$ cat config.mk
export PLATFORM = sky130hd
export DESIGN_NAME = photon_time_tag_record_encoder_flat
export DESIGN_NICKNAME = d
export VERILOG_FILES = /design/src/design/pttre_pkg.sv /design/src/design/pttre_if.sv /design/src/design/photon_time_tag_record_encoder.sv /design/src/flat_wrapper.sv
export SDC_FILE = /design/constraint.sdc
export NUM_CORES = 1
export LEC_CHECK = 0
export BUFFER_PORTS_ARGS = -buffer_cell sky130_fd_sc_hd__buf_2
export CAP_MARGIN = 20
export CORE_ASPECT_RATIO = 1.5
export CORE_UTILIZATION = 60
export CTS_BUF_LIST = sky130_fd_sc_hd__clkbuf_4 sky130_fd_sc_hd__clkbuf_8
export CTS_CLUSTER_DIAMETER = 120
export DETAILED_ROUTE_END_ITERATION = 16
export GPL_TIMING_DRIVEN = 0
export PLACE_DENSITY = 0.9
export SLEW_MARGIN = 20
export SYNTH_ARGS = -nofsm -noshare
export SYNTH_HDL_FRONTEND = slang
export SYNTH_SLANG_ARGS = --single-unit
$ cat constraint.sdc
create_clock -name clk_i -period 17.1 [get_ports clk_i]
set_input_delay 0.855 -clock clk_i [delete_from_list [all_inputs] [get_ports clk_i]]
set_output_delay 0.855 -clock clk_i [all_outputs]
set_load 0.03 [all_outputs]
$ cat src/design/pttre_pkg.sv
// package for the photon time-tag record encoder
// word types of both channels, status codes, record type codes, default field sizes
// no dependencies
`default_nettype none

package pttre_pkg;

  // default bit counts of the packed time fields
  localparam int unsigned MacroBitsDef = 28;
  localparam int unsigned MicroBitsDef = 34;

  // bytes that one emitted record adds to the byte total
  localparam logic [63:0] BytesPerRecord = 64'd8;

  // record type in bits 1:0 of a record word
  localparam logic [1:0] RecPhoton   = 2'd0;
  localparam logic [1:0] RecOverflow = 2'd1;

  typedef enum logic [1:0] {
    StOk         = 2'd0,
    StBackwards  = 2'd1,
    StMicroRange = 2'd2
  } status_e;

  typedef struct packed {
    logic signed [63:0] macro_time;
    logic signed [63:0] micro_time;
  } event_t;

  typedef struct packed {
    logic [63:0] record_word;
    logic        record_valid;
    logic        last_of_item;
    status_e     status;
    logic [63:0] photons_total;
    logic [35:0] overflows_total;
    logic [63:0] bytes_total;
  } record_t;

endpackage

`default_nettype wire

$ cat src/design/pttre_if.sv
// valid/ready stream channel for the photon time-tag record encoder
// depends on pttre_pkg for the default word type
`default_nettype none

interface pttre_if #(
  parameter type word_t = pttre_pkg::event_t
);

  logic  valid;
  logic  ready;
  word_t data;

  modport source (output valid, output data, input ready);
  modport sink   (input valid, input data, output ready);

endinterface

`default_nettype wire

$ cat src/design/photon_time_tag_record_encoder.sv
// photon time-tag record encoder: top level
// output: the first result word is offered in the cycle after the event word is taken
// throughput: one event per cycle while each event yields one result word and the output is ready;
//   an event that needs an overflow record yields two words and holds the input until that record is taken
// reset: rst_ni clears the last macrotime, all running totals and the result pending flags
// depends on pttre_pkg and pttre_if
`default_nettype none

module photon_time_tag_record_encoder #(
  parameter int unsigned MACRO_BITS = pttre_pkg::MacroBitsDef,
  parameter int unsigned MICRO_BITS = pttre_pkg::MicroBitsDef
) (
  input  wire logic clk_i,
  input  wire logic rst_ni,
  pttre_if.sink     event_i,
  pttre_if.source   record_o
);

  // masks for the packed time fields
  localparam logic [63:0] MacroMask = (64'd1 << MACRO_BITS) - 64'd1;
  localparam logic [63:0] MicroMask = (64'd1 << MICRO_BITS) - 64'd1;
  localparam int unsigned MicroPos  = MICRO_BITS + 2;

  // running state
  logic [63:0] last_macro_q, last_macro_d;
  logic [35:0] ovf_cnt_q, ovf_cnt_d;
  logic [63:0] photon_cnt_q, photon_cnt_d;
  logic [63:0] byte_cnt_q, byte_cnt_d;

  // result slots: the overflow record goes out ahead of the final word of an event
  logic                pend_ovf_q, pend_ovf_d;
  logic                pend_fin_q, pend_fin_d;
  pttre_pkg::record_t  ovf_slot_q, ovf_slot_d;
  pttre_pkg::record_t  fin_slot_q, fin_slot_d;

  logic        in_take;
  logic        out_take;
  logic [63:0] macro_u;
  logic [63:0] micro_u;
  logic        backwards;
  logic        micro_big;
  logic [63:0] rest;
  logic [63:0] periods;
  logic        ovf_hit;
  logic [63:0] photon_word;

  // byte growth for one or two records
  function automatic logic [63:0] BytesPerRecordSum(input logic [1:0] n_rec);
    BytesPerRecordSum = pttre_pkg::BytesPerRecord * 64'(n_rec);
  endfunction

  // the input waits only while the overflow slot is full, or the final slot stays full
  assign event_i.ready  = !pend_ovf_q && (!pend_fin_q || record_o.ready);
  assign in_take        = event_i.valid && event_i.ready;

  assign record_o.valid = pend_ovf_q || pend_fin_q;
  assign record_o.data  = pend_ovf_q ? ovf_slot_q : fin_slot_q;
  assign out_take       = record_o.valid && record_o.ready;

  always_comb begin
    macro_u   = 64'(event_i.data.macro_time);
    micro_u   = 64'(event_i.data.micro_time);

    // macrotime must not go backwards (signed compare); backwards wins over range
    backwards = $signed(macro_u) < $signed(last_macro_q);
    // negative microtimes pass and are masked below
    micro_big = !micro_u[63] && ((micro_u >> MICRO_BITS) != 64'd0);

    // strip the periods already reported
    rest      = macro_u - (64'(ovf_cnt_q) << MACRO_BITS);
    periods   = rest >> MACRO_BITS;
    ovf_hit   = !rest[63] && (periods != 64'd0);

    // low bits of rest equal those of the macrotime, the subtrahend has none there
    photon_word = ((micro_u & MicroMask) << 2)
                | ((rest & MacroMask) << MicroPos)
                | 64'(pttre_pkg::RecPhoton);
  end

  always_comb begin
    last_macro_d = last_macro_q;
    ovf_cnt_d    = ovf_cnt_q;
    photon_cnt_d = photon_cnt_q;
    byte_cnt_d   = byte_cnt_q;
    pend_ovf_d   = pend_ovf_q;
    pend_fin_d   = pend_fin_q;
    ovf_slot_d   = ovf_slot_q;
    fin_slot_d   = fin_slot_q;

    // retire the word being taken; the overflow record always leaves first
    if (out_take) begin
      if (pend_ovf_q) begin
        pend_ovf_d = 1'b0;
      end else begin
        pend_fin_d = 1'b0;
      end
    end

    if (in_take) begin
      pend_fin_d = 1'b1;
      if (backwards || micro_big) begin
        // rejected event: one empty word, totals untouched
        fin_slot_d.record_word     = 64'd0;
        fin_slot_d.record_valid    = 1'b0;
        fin_slot_d.last_of_item    = 1'b1;
        fin_slot_d.status          = backwards ? pttre_pkg::StBackwards
                                               : pttre_pkg::StMicroRange;
        fin_slot_d.photons_total   = photon_cnt_q;
        fin_slot_d.overflows_total = ovf_cnt_q;
        fin_slot_d.bytes_total     = byte_cnt_q;
      end else begin
        last_macro_d = macro_u;
        if (ovf_hit) begin
          ovf_cnt_d  = ovf_cnt_q + periods[35:0];
          byte_cnt_d = byte_cnt_q + BytesPerRecordSum(2'd2);
          pend_ovf_d = 1'b1;
          // period count fits in 62 bits since rest is non-negative
          ovf_slot_d.record_word     = {periods[61:0], pttre_pkg::RecOverflow};
          ovf_slot_d.record_valid    = 1'b1;
          ovf_slot_d.last_of_item    = 1'b0;
          ovf_slot_d.status          = pttre_pkg::StOk;
          ovf_slot_d.photons_total   = photon_cnt_q;
          ovf_slot_d.overflows_total = ovf_cnt_q + periods[35:0];
          ovf_slot_d.bytes_total     = byte_cnt_q + BytesPerRecordSum(2'd1);
        end else begin
          byte_cnt_d = byte_cnt_q + BytesPerRecordSum(2'd1);
        end
        photon_cnt_d = photon_cnt_q + 64'd1;
        fin_slot_d.record_word     = photon_word;
        fin_slot_d.record_valid    = 1'b1;
        fin_slot_d.last_of_item    = 1'b1;
        fin_slot_d.status          = pttre_pkg::StOk;
        fin_slot_d.photons_total   = photon_cnt_q + 64'd1;
        fin_slot_d.overflows_total = ovf_hit ? (ovf_cnt_q + periods[35:0]) : ovf_cnt_q;
        fin_slot_d.bytes_total     = byte_cnt_d;
      end
    end
  end

  always_ff @(posedge clk_i or negedge rst_ni) begin
    if (!rst_ni) begin
      last_macro_q <= 64'd0;
      ovf_cnt_q    <= 36'd0;
      photon_cnt_q <= 64'd0;
      byte_cnt_q   <= 64'd0;
      pend_ovf_q   <= 1'b0;
      pend_fin_q   <= 1'b0;
    end else begin
      last_macro_q <= last_macro_d;
      ovf_cnt_q    <= ovf_cnt_d;
      photon_cnt_q <= photon_cnt_d;
      byte_cnt_q   <= byte_cnt_d;
      pend_ovf_q   <= pend_ovf_d;
      pend_fin_q   <= pend_fin_d;
    end
  end

  // result payload needs no reset, the pending flags guard it
  always_ff @(posedge clk_i) begin
    ovf_slot_q <= ovf_slot_d;
    fin_slot_q <= fin_slot_d;
  end

endmodule

`default_nettype wire
$ cat src/flat_wrapper.sv
// flat-port wrapper written by rule: the top's interface ports become plain ports
module photon_time_tag_record_encoder_flat 
#(
  parameter int unsigned MACRO_BITS = pttre_pkg::MacroBitsDef,
  parameter int unsigned MICRO_BITS = pttre_pkg::MicroBitsDef
)
  (clk_i, rst_ni, event_i_valid, event_i_data, event_i_ready, record_o_valid, record_o_data, record_o_ready);
  pttre_if event_i_i ();
  pttre_if record_o_i ();
  input  wire logic clk_i;
  input  wire logic rst_ni;
  input wire logic [$bits(event_i_i.valid)-1:0] event_i_valid;
  input wire logic [$bits(event_i_i.data)-1:0] event_i_data;
  output wire logic [$bits(event_i_i.ready)-1:0] event_i_ready;
  output wire logic [$bits(record_o_i.valid)-1:0] record_o_valid;
  output wire logic [$bits(record_o_i.data)-1:0] record_o_data;
  input wire logic [$bits(record_o_i.ready)-1:0] record_o_ready;
  assign event_i_i.valid = event_i_valid;
  assign event_i_i.data = event_i_data;
  assign event_i_ready = event_i_i.ready;
  assign record_o_valid = record_o_i.valid;
  assign record_o_data = record_o_i.data;
  assign record_o_i.ready = record_o_ready;
  photon_time_tag_record_encoder #(.MACRO_BITS(MACRO_BITS), .MICRO_BITS(MICRO_BITS)) u_core (.clk_i(clk_i), .rst_ni(rst_ni), .event_i(event_i_i), .record_o(record_o_i));
endmodule
==> results_dict.tcl, run 1 <==
set metrics [dict create \
    period_share_pct 39.2 \
    htreeDepth 3 \
    rsz0062_at_grt "no" \
    tightest_slew_ps 1080 \
    required_ps 17620 \
    hold_viol 0 \
    grt_pass1_wl_mm 111 \
    core_um2 42000 \
    netlist_area_um2 25500 \
    cts.path.max_buffers 3 \
    io_pins 262 \
    hpwlAfterDp_mm 53.7 \
    grt_use_total_pct 33.8 \
    vias 20300 \
    gr-total-overflow 0 \
    cts-buffers-inserted 69 \
    worstSetupPathType "input pin to register" \
    max_slew_margin_pct 28.0 \
    max-cap-violations 0 \
    num-fill-cells 3019 \
    post-route-util_pct 69.0 \
    path_clk_slew_ps 60 \
    tns_ps 0 \
    placed_cell_area_um2 27500 \
    status "completed" \
    drt_iter0_drc 1475 \
    final.min_clock_period_ps 6710 \
    arrival_ps 7230 \
    die_w_um 170 \
    r2r_slack_ps 10390 \
    wirelength_mm 72.0 \
    fin_area_um2 29000 \
    grt_max_degree 78 \
    switching_power_mw 2.71 \
    crit_fanout 51 \
    static-leakage-power_nw 11.9 \
    start_util_pct 60.7 \
    finClkSkew_ps 38.5 \
    cts_tree "built" \
    dieArea_um2 43300 \
    nets 3017 \
    pwr-share-seq_pct 27.9 \
    cts_root_buf "clkbuf_8" \
    synth_edf_count 250 \
    layout_common_cells "284 x nand2_1, 250 x edfxtp_1, 238 x buf_2, 218 x xnor2_1, 191 x dfrtp_1" \
    synthCells 2444 \
    io_buffers 224 \
    synth-seq-cells 441 \
    wl_per_cell_um 21.4 \
    layout_commonest_cell "nand2_1" \
    worstSetupEndpointType "register" \
    powerDensity_nw_per_um2 206 \
    start_kind "input pin" \
    intPower_mw 3.28 \
    clock-sinks 441 \
    synthArstFlopShare_pct 43.3 \
    post-cts-setup-buffers 0 \
    ys_warn_count 0 \
    placementRows 92 \
    slew_viol_final 0 \
    insertion_delay_ps 640 \
    postCtsResizedCells 0 \
    ys_types 65 \
    fmax_mhz 149 \
    ys_dominant_reg_cell "edfxtp_1" \
    drc 0 \
    reg2reg_depth 17 \
    hold_class "input pin to asynchronous set/reset pin" \
    drive_gt1_share_pct 20.1 \
    synth_seq_area_share_pct 48.2 \
    swShare_pct 45.2 \
    hold_buffers 0 \
    gp_congestion 0.994 \
    syn_avg_cell_area_um2 10.4 \
    ant_nets 0 \
    drt_first_pass_iters 5 \
    power.total_mw 5.98 \
    combPwrFrac_pct 56.0 \
    setup_viol 0 \
    vias_per_cell 6.04 \
    die_y_um 254 \
    vdd_drop_max_mv 0.191 \
    grt_pass1_vias 21400 \
    area_growth_pct 13.7 \
    antenna_found_initial 2 \
    clockPowerShare_pct 16.1 \
]
==> layer usage <==
metal | part of all wire [%] | up-vias | global-route usage (%)
met4 | 7.0 | 2 | 24.1
met3 | 7.2 | 311 | 6.58
li1 | - | 9233 | -
met1 | 33 | 9781 | 33.9
met2 | 53 | 1012 | 62.1
met5 | 0.018 | - | 0
==> through the flow <==
step / setup slack, ps / hold slack [ps] / std cells
finish: 10390 / 150 / 3366
floorplan: 7220 / 423 / 2446
global route: 10160 / 191 / 3366
global placement: 2360 / 428 / 3234
detailed placement: 9870 / 437 / 3240
CTS: 10480 / 159 / 3365
==> area by class of cell <==
| class | instances | area (um2) | share of cell area (%) |
|---|---|---|---|
| multi-input combinational | 1735 | 12200 | 41.9 |
| tap | 564 | 706 | 2.43 |
| clock buffer | 101 | 1250 | 4.30 |
| sequential | 441 | 12300 | 42.4 |
| antenna | 1 | 2.50 | 0.00863 |
| buffer | 139 | 582 | 2.01 |
| inverter | 131 | 492 | 1.70 |
| timing repair buffer | 230 | 1290 | 4.45 |
| clock inverter | 24 | 233 | 0.803 |
==> flip-flops by register name (all words and copies together) (netlist names) <==
| name | flops |
|---|---|
| u_core.byte_cnt_q | 61 |
| u_core.pend_ovf_q | 1 |
| u_core.ovf_slot_q | 125 |
| u_core.last_macro_q | 64 |
| u_core.ovf_cnt_q | 36 |
| u_core.fin_slot_q | 125 |
| u_core.photon_cnt_q | 28 |
| u_core.pend_fin_q | 1 |
==> cells in the mapped netlist, types with 11 or more instances <==
master,n,area [um2]
xnor2_1,218,1910
xor2_1,74,648
buf_1,15,56.3
o21ai_0,136,681
a21o_1,30,225
nand2_1,284,1070
dfrtp_1,191,4780
or3_1,11,68.8
nor3_1,52,260
o21a_1,12,90.1
clkbuf_1,100,375
nor2b_1,15,93.8
and3_1,36,225
ha_1,136,1700
inv_1,131,492
o21bai_1,15,113
and2_1,14,87.6
mux2_2,176,1980
a21oi_1,92,460
buf_2,15,75.1
edfxtp_1,250,7510
nor2_1,119,447
nand3_1,108,541
nor4_1,24,150
nand4_1,54,338
==> power by group through the flow <==
| stage | combinational [mW] | sequential (mW) | clock (mW) |
|---|---|---|---|
| floorplan | 2.40 | 1.65 | 0 |
| global placement | 3.13 | 1.69 | 0 |
| detailed placement | 3.28 | 1.68 | 0 |
| CTS | 3.31 | 1.66 | 0.970 |
| global route | 3.63 | 1.69 | 1.01 |
| finish | 3.35 | 1.67 | 0.964 |
==> worst paths after layout <==
| check | start | end |
|---|---|---|
| worst min register to register | u_core.photon_cnt_q[17] | u_core.ovf_slot_q[117] |
| worst min-delay path | rst_ni | u_core.last_macro_q[58] |
| min in group clk_i | event_i_data[64] | u_core.last_macro_q[0] |
| worst max-delay path | event_i_data[92] | u_core.ovf_cnt_q[32] |
| worst max register to register | u_core.ovf_cnt_q[0] | u_core.ovf_cnt_q[32] |
| max in group asynchronous | rst_ni | u_core.photon_cnt_q[21] |
==> cell families (layout without fill, tap and decap cells) <==
| kind of cell | Yosys count | in the layout | synth area share (%) |
|---|---|---|---|
| AO/OA/AOI/OAI | 367 | 367 | 8.80 |
| XOR/XNOR | 292 | 292 | 10.0 |
| adder cells (fa/ha/maj) | 138 | 138 | 6.83 |
| buffers and inverters | 270 | 625 | 4.20 |
| flip-flops | 441 | 441 | 48.2 |
| multiplexers | 182 | 182 | 8.01 |
| other | 1 | 4 | 0.0147 |
| AND/OR/NAND/NOR | 753 | 753 | 13.9 |
==> critical path, stage by stage <==
cell	delay, ps
buf_2	120
inv_1	70
ha_1	270
inv_1	80
fa_1	510
a211oi_1	300
o21ai_0	270
nand4_1	300
nand2_1	190
xor2_1	260
or4_1	650
or4_1	440
or4_4	590
o41ai_4	680
nor2_1	210
buf_2	300
clkbuf_4	470
buf_16	340
o21ai_0	210
Note: power is estimated with default switching activity, not from simulation.
==> inputs of run 2 (changes only) <==
--- a/config.mk
+++ b/config.mk
@@ -5,15 +5,16 @@
 export SDC_FILE = /design/constraint.sdc
 export NUM_CORES = 1
 export LEC_CHECK = 0
+export ABC_AREA = 1
 export BUFFER_PORTS_ARGS = -buffer_cell sky130_fd_sc_hd__buf_2
 export CAP_MARGIN = 20
 export CORE_ASPECT_RATIO = 1.5
-export CORE_UTILIZATION = 60
+export CORE_UTILIZATION = 57
 export CTS_BUF_LIST = sky130_fd_sc_hd__clkbuf_4 sky130_fd_sc_hd__clkbuf_8
 export CTS_CLUSTER_DIAMETER = 120
 export DETAILED_ROUTE_END_ITERATION = 16
 export GPL_TIMING_DRIVEN = 0
-export PLACE_DENSITY = 0.9
+export PLACE_DENSITY = 0.89
 export SLEW_MARGIN = 20
 export SYNTH_ARGS = -nofsm -noshare
 export SYNTH_HDL_FRONTEND = slang
==> constraint.sdc (replaced) <==
create_clock -name clk_i -period 5.5 [get_ports clk_i]
set_input_delay 0.275 -clock clk_i [delete_from_list [all_inputs] [get_ports clk_i]]
set_output_delay 0.275 -clock clk_i [all_outputs]
set_load 0.03 [all_outputs]
==> results_dict.tcl, run 2 <==
set metrics [dict create \
    status "completed" \
    hold-path-endpoint "u_core.pend_fin_q" \
    final.min_clock_period_ps 5330 \
    grt_pass1_wl_mm 160 \
    synth_top_area_cell "edfxtp_1" \
    gp_congestion 1.09 \
    layout_common_cells "1549 x nand2_1, 509 x inv_1, 350 x nand3_1, 250 x edfxtp_1, 247 x buf_2" \
    synthArstFlopShare_pct 43.3 \
    hold_class "input pin to register" \
    switching_power_mw 11.8 \
    cpMaxStageDelayCell "nor2_4" \
    clock-sinks 441 \
    crit_fanout 25 \
    cpPeakStageDelay_ps 530 \
    cts-buffers-inserted 69 \
    synthTopCellsByArea "edfxtp_1 26%, nand2_1 20%, dfrtp_1 16%" \
    drt_first_pass_iters 6 \
    fmax_mhz 188 \
    grt_max_degree 72 \
    rsz0062_at_grt "no" \
    combPwrFrac_pct 61.0 \
    io_pins 262 \
    r2r_slack_ps 170 \
    worstSetupEndpointType "register" \
    intPower_mw 10.5 \
    finClkSkew_ps 34.4 \
    r2r-start "u_core.last_macro_q[63]" \
    synth.most_common_cell "nand2_1" \
    synth_seq_area_share_pct 41.9 \
    insertion_delay_ps 680 \
    synth_edf_count 250 \
    static-leakage-power_nw 16.6 \
    placed_cell_area_um2 31500 \
    grt_pass1_vias 29200 \
    die_w_um 187 \
    r2r-end "u_core.ovf_slot_q[115]" \
    place_inst 4932 \
    layout_commonest_cell "nand2_1" \
    hp-start "event_i_valid" \
    instances_no_fill 5129 \
    top_regs "u_core.fin_slot_q: 125 flops, u_core.ovf_slot_q: 125 flops, u_core.last_macro_q: 64 flops" \
    post-route-util_pct 66.3 \
    io_buffers 224 \
    drc 0 \
    slew_viol_final 0 \
    core_um2 50700 \
    start_kind "register" \
    vias_per_cell 5.65 \
    antenna_found_initial 3 \
    die_y_um 280 \
    ant_nets 0 \
    required_ps 5880 \
    worstSetupPathType "register to register" \
    postCtsResizedCells 0 \
    arrival_ps 5700 \
    dieArea_um2 52400 \
    path_clk_slew_ps 60 \
    fin_area_um2 33600 \
    vdd_drop_max_mv 0.330 \
    num-fill-cells 4217 \
    multi_input_area_um2 14400 \
    cp_cell_sequence "inv_1 > ha_1 > nand2_1 > nor4_2 > nand4_1 > nor3_1 > nand2_1 > nand3_1 > nand3_2 > nor2_1 > inv_2 > clkbuf_1 > nor2_4 > buf_16 > buf_12 > buf_12" \
    reg2reg_depth 16 \
    pwr-share-seq_pct 26.2 \
    nets 4671 \
    grt_use_total_pct 40.6 \
    tightest_slew_ps 1050 \
    synthCells 4029 \
    ys_types 48 \
    htreeDepth 3 \
    gr-total-overflow 0 \
    cts_root_buf "clkbuf_8" \
    vias 29000 \
    drive_gt1_share_pct 9.78 \
    post-cts-setup-buffers 0 \
    cts_tree "built" \
    start_util_pct 57.9 \
    setup_viol 0 \
    hpwlAfterDp_mm 80.7 \
    cts.path.max_buffers 3 \
    clockPowerShare_pct 12.8 \
    ys_warn_count 0 \
    max-cap-violations 0 \
    hold-path-cell-count 3 \
    synth_top_cells_by_count "1549 x nand2_1, 510 x inv_1, 350 x nand3_1" \
    seq_area_um2 12300 \
    wl_per_cell_um 20.7 \
    syn_avg_cell_area_um2 7.28 \
    synth_top_area_share_pct 25.6 \
    synth-seq-cells 441 \
    ys_dominant_reg_cell "edfxtp_1" \
    wirelength_mm 106 \
    placementRows 101 \
    max_slew_margin_pct 30.0 \
    drt_iter0_drc 2758 \
    period_share_pct 96.8 \
    hold_viol 0 \
    swShare_pct 52.9 \
    netlist_area_um2 29300 \
    area_growth_pct 14.5 \
    powerDensity_nw_per_um2 662 \
]
-- run 2: cell count changes after synthesis, moves of 13 or more --
cell and change:
inv_1 +379, nor2_1 +109, nor2b_1 -15, a21o_1 -24, o21ai_0 +31, and3_1 -34, mux2_2 -176, xnor2_1 -197
clkbuf_1 -13, nand2_1 +1265, nand3b_1 +23, nand3_1 +242, a21oi_1 +17, xor2_1 +71
-- run 2: cells by family after synthesis --
family | after synthesis | share of synthesized area, %
AO/OA/AOI/OAI | 313 | 5.64
other | 1 | 0.0128
adder cells (fa/ha/maj) | 138 | 5.94
XOR/XNOR | 166 | 4.96
AND/OR/NAND/NOR | 2304 | 32.6
buffers and inverters | 666 | 9.02
flip-flops | 441 | 41.9
-- run 2: power by group through the flow --
| stage | Combinational [mW] | Clock, mW | Sequential (mW) |
|---|---|---|---|
| after floorplan | 9.11 | 0 | 5.66 |
| after global placement | 12.8 | 0 | 5.83 |
| after detailed placement | 13.1 | 0 | 5.83 |
| after CTS | 13.2 | 2.86 | 5.78 |
| after global routing | 14.8 | 2.97 | 5.90 |
| final | 13.6 | 2.85 | 5.82 |
-- run 2: layout make-up --
type	count	area share, %
diodes	4	0.0298
plain buffers	150	2.12
clock buffers	101	3.67
clock inverters	25	0.462
inverters	516	5.79
multi-input cells	2925	42.9
flip-flops and latches	441	36.6
well taps	669	2.49
repair buffers	298	5.92
-- run 2: what timing repair did --
| action | CTS | global route |
|---|---|---|
| hold buffers | 66 | 0 |
| hold endpoints to repair | 186 | 0 |
| endpoints found under the setup margin | 0 | 24 |
-- run 2: critical path, delay by kind of cell (launching register included) --
kind | cells | cell delay, ps
fa+ha+maj | 1 | 370
buf+inv | 6 | 1410
flops | 1 | 320
simple gates | 9 | 2870
-- run 2: worst max-delay path by stage --
| stage | startpoint | end | slack (ps) | depth (start not counted) |
|---|---|---|---|---|
| after floorplan | u_core.ovf_cnt_q[0] | u_core.ovf_slot_q[100] | 800 | 20 |
| after global placement | event_i_data[127] | u_core.ovf_slot_q[11] | -1470 | 13 |
| after detailed placement | event_i_data[127] | u_core.ovf_slot_q[108] | 110 | 16 |
| after CTS | u_core.last_macro_q[63] | u_core.ovf_slot_q[70] | 130 | 16 |
| after global routing | u_core.last_macro_q[63] | u_core.ovf_slot_q[70] | 50 | 16 |
| final | u_core.last_macro_q[63] | u_core.ovf_slot_q[115] | 170 | 16 |
-- run 2: metrics by stage --
step                      TNS [ps]  hold slack [ps]  setup WS [ps]  total power [mW]
after floorplan                  0            -20.6            799              14.8
after global placement     -181750              452          -1470              18.6
after detailed placement         0              225            115              18.9
after CTS                        0             21.6            135              21.9
after global routing             0             72.7           51.1              23.6
final                            0             61.9            174              22.2
-- run 2: routing by layer --
metal  track usage (%)  part of all wire [%]  up-vias
met5                 0                     0        -
met4              35.8                   9.6        0
met3              5.44                   6.6      487
met2              74.1                    51     1580
met1              40.3                    33    13300
li1                  -                     -    13600
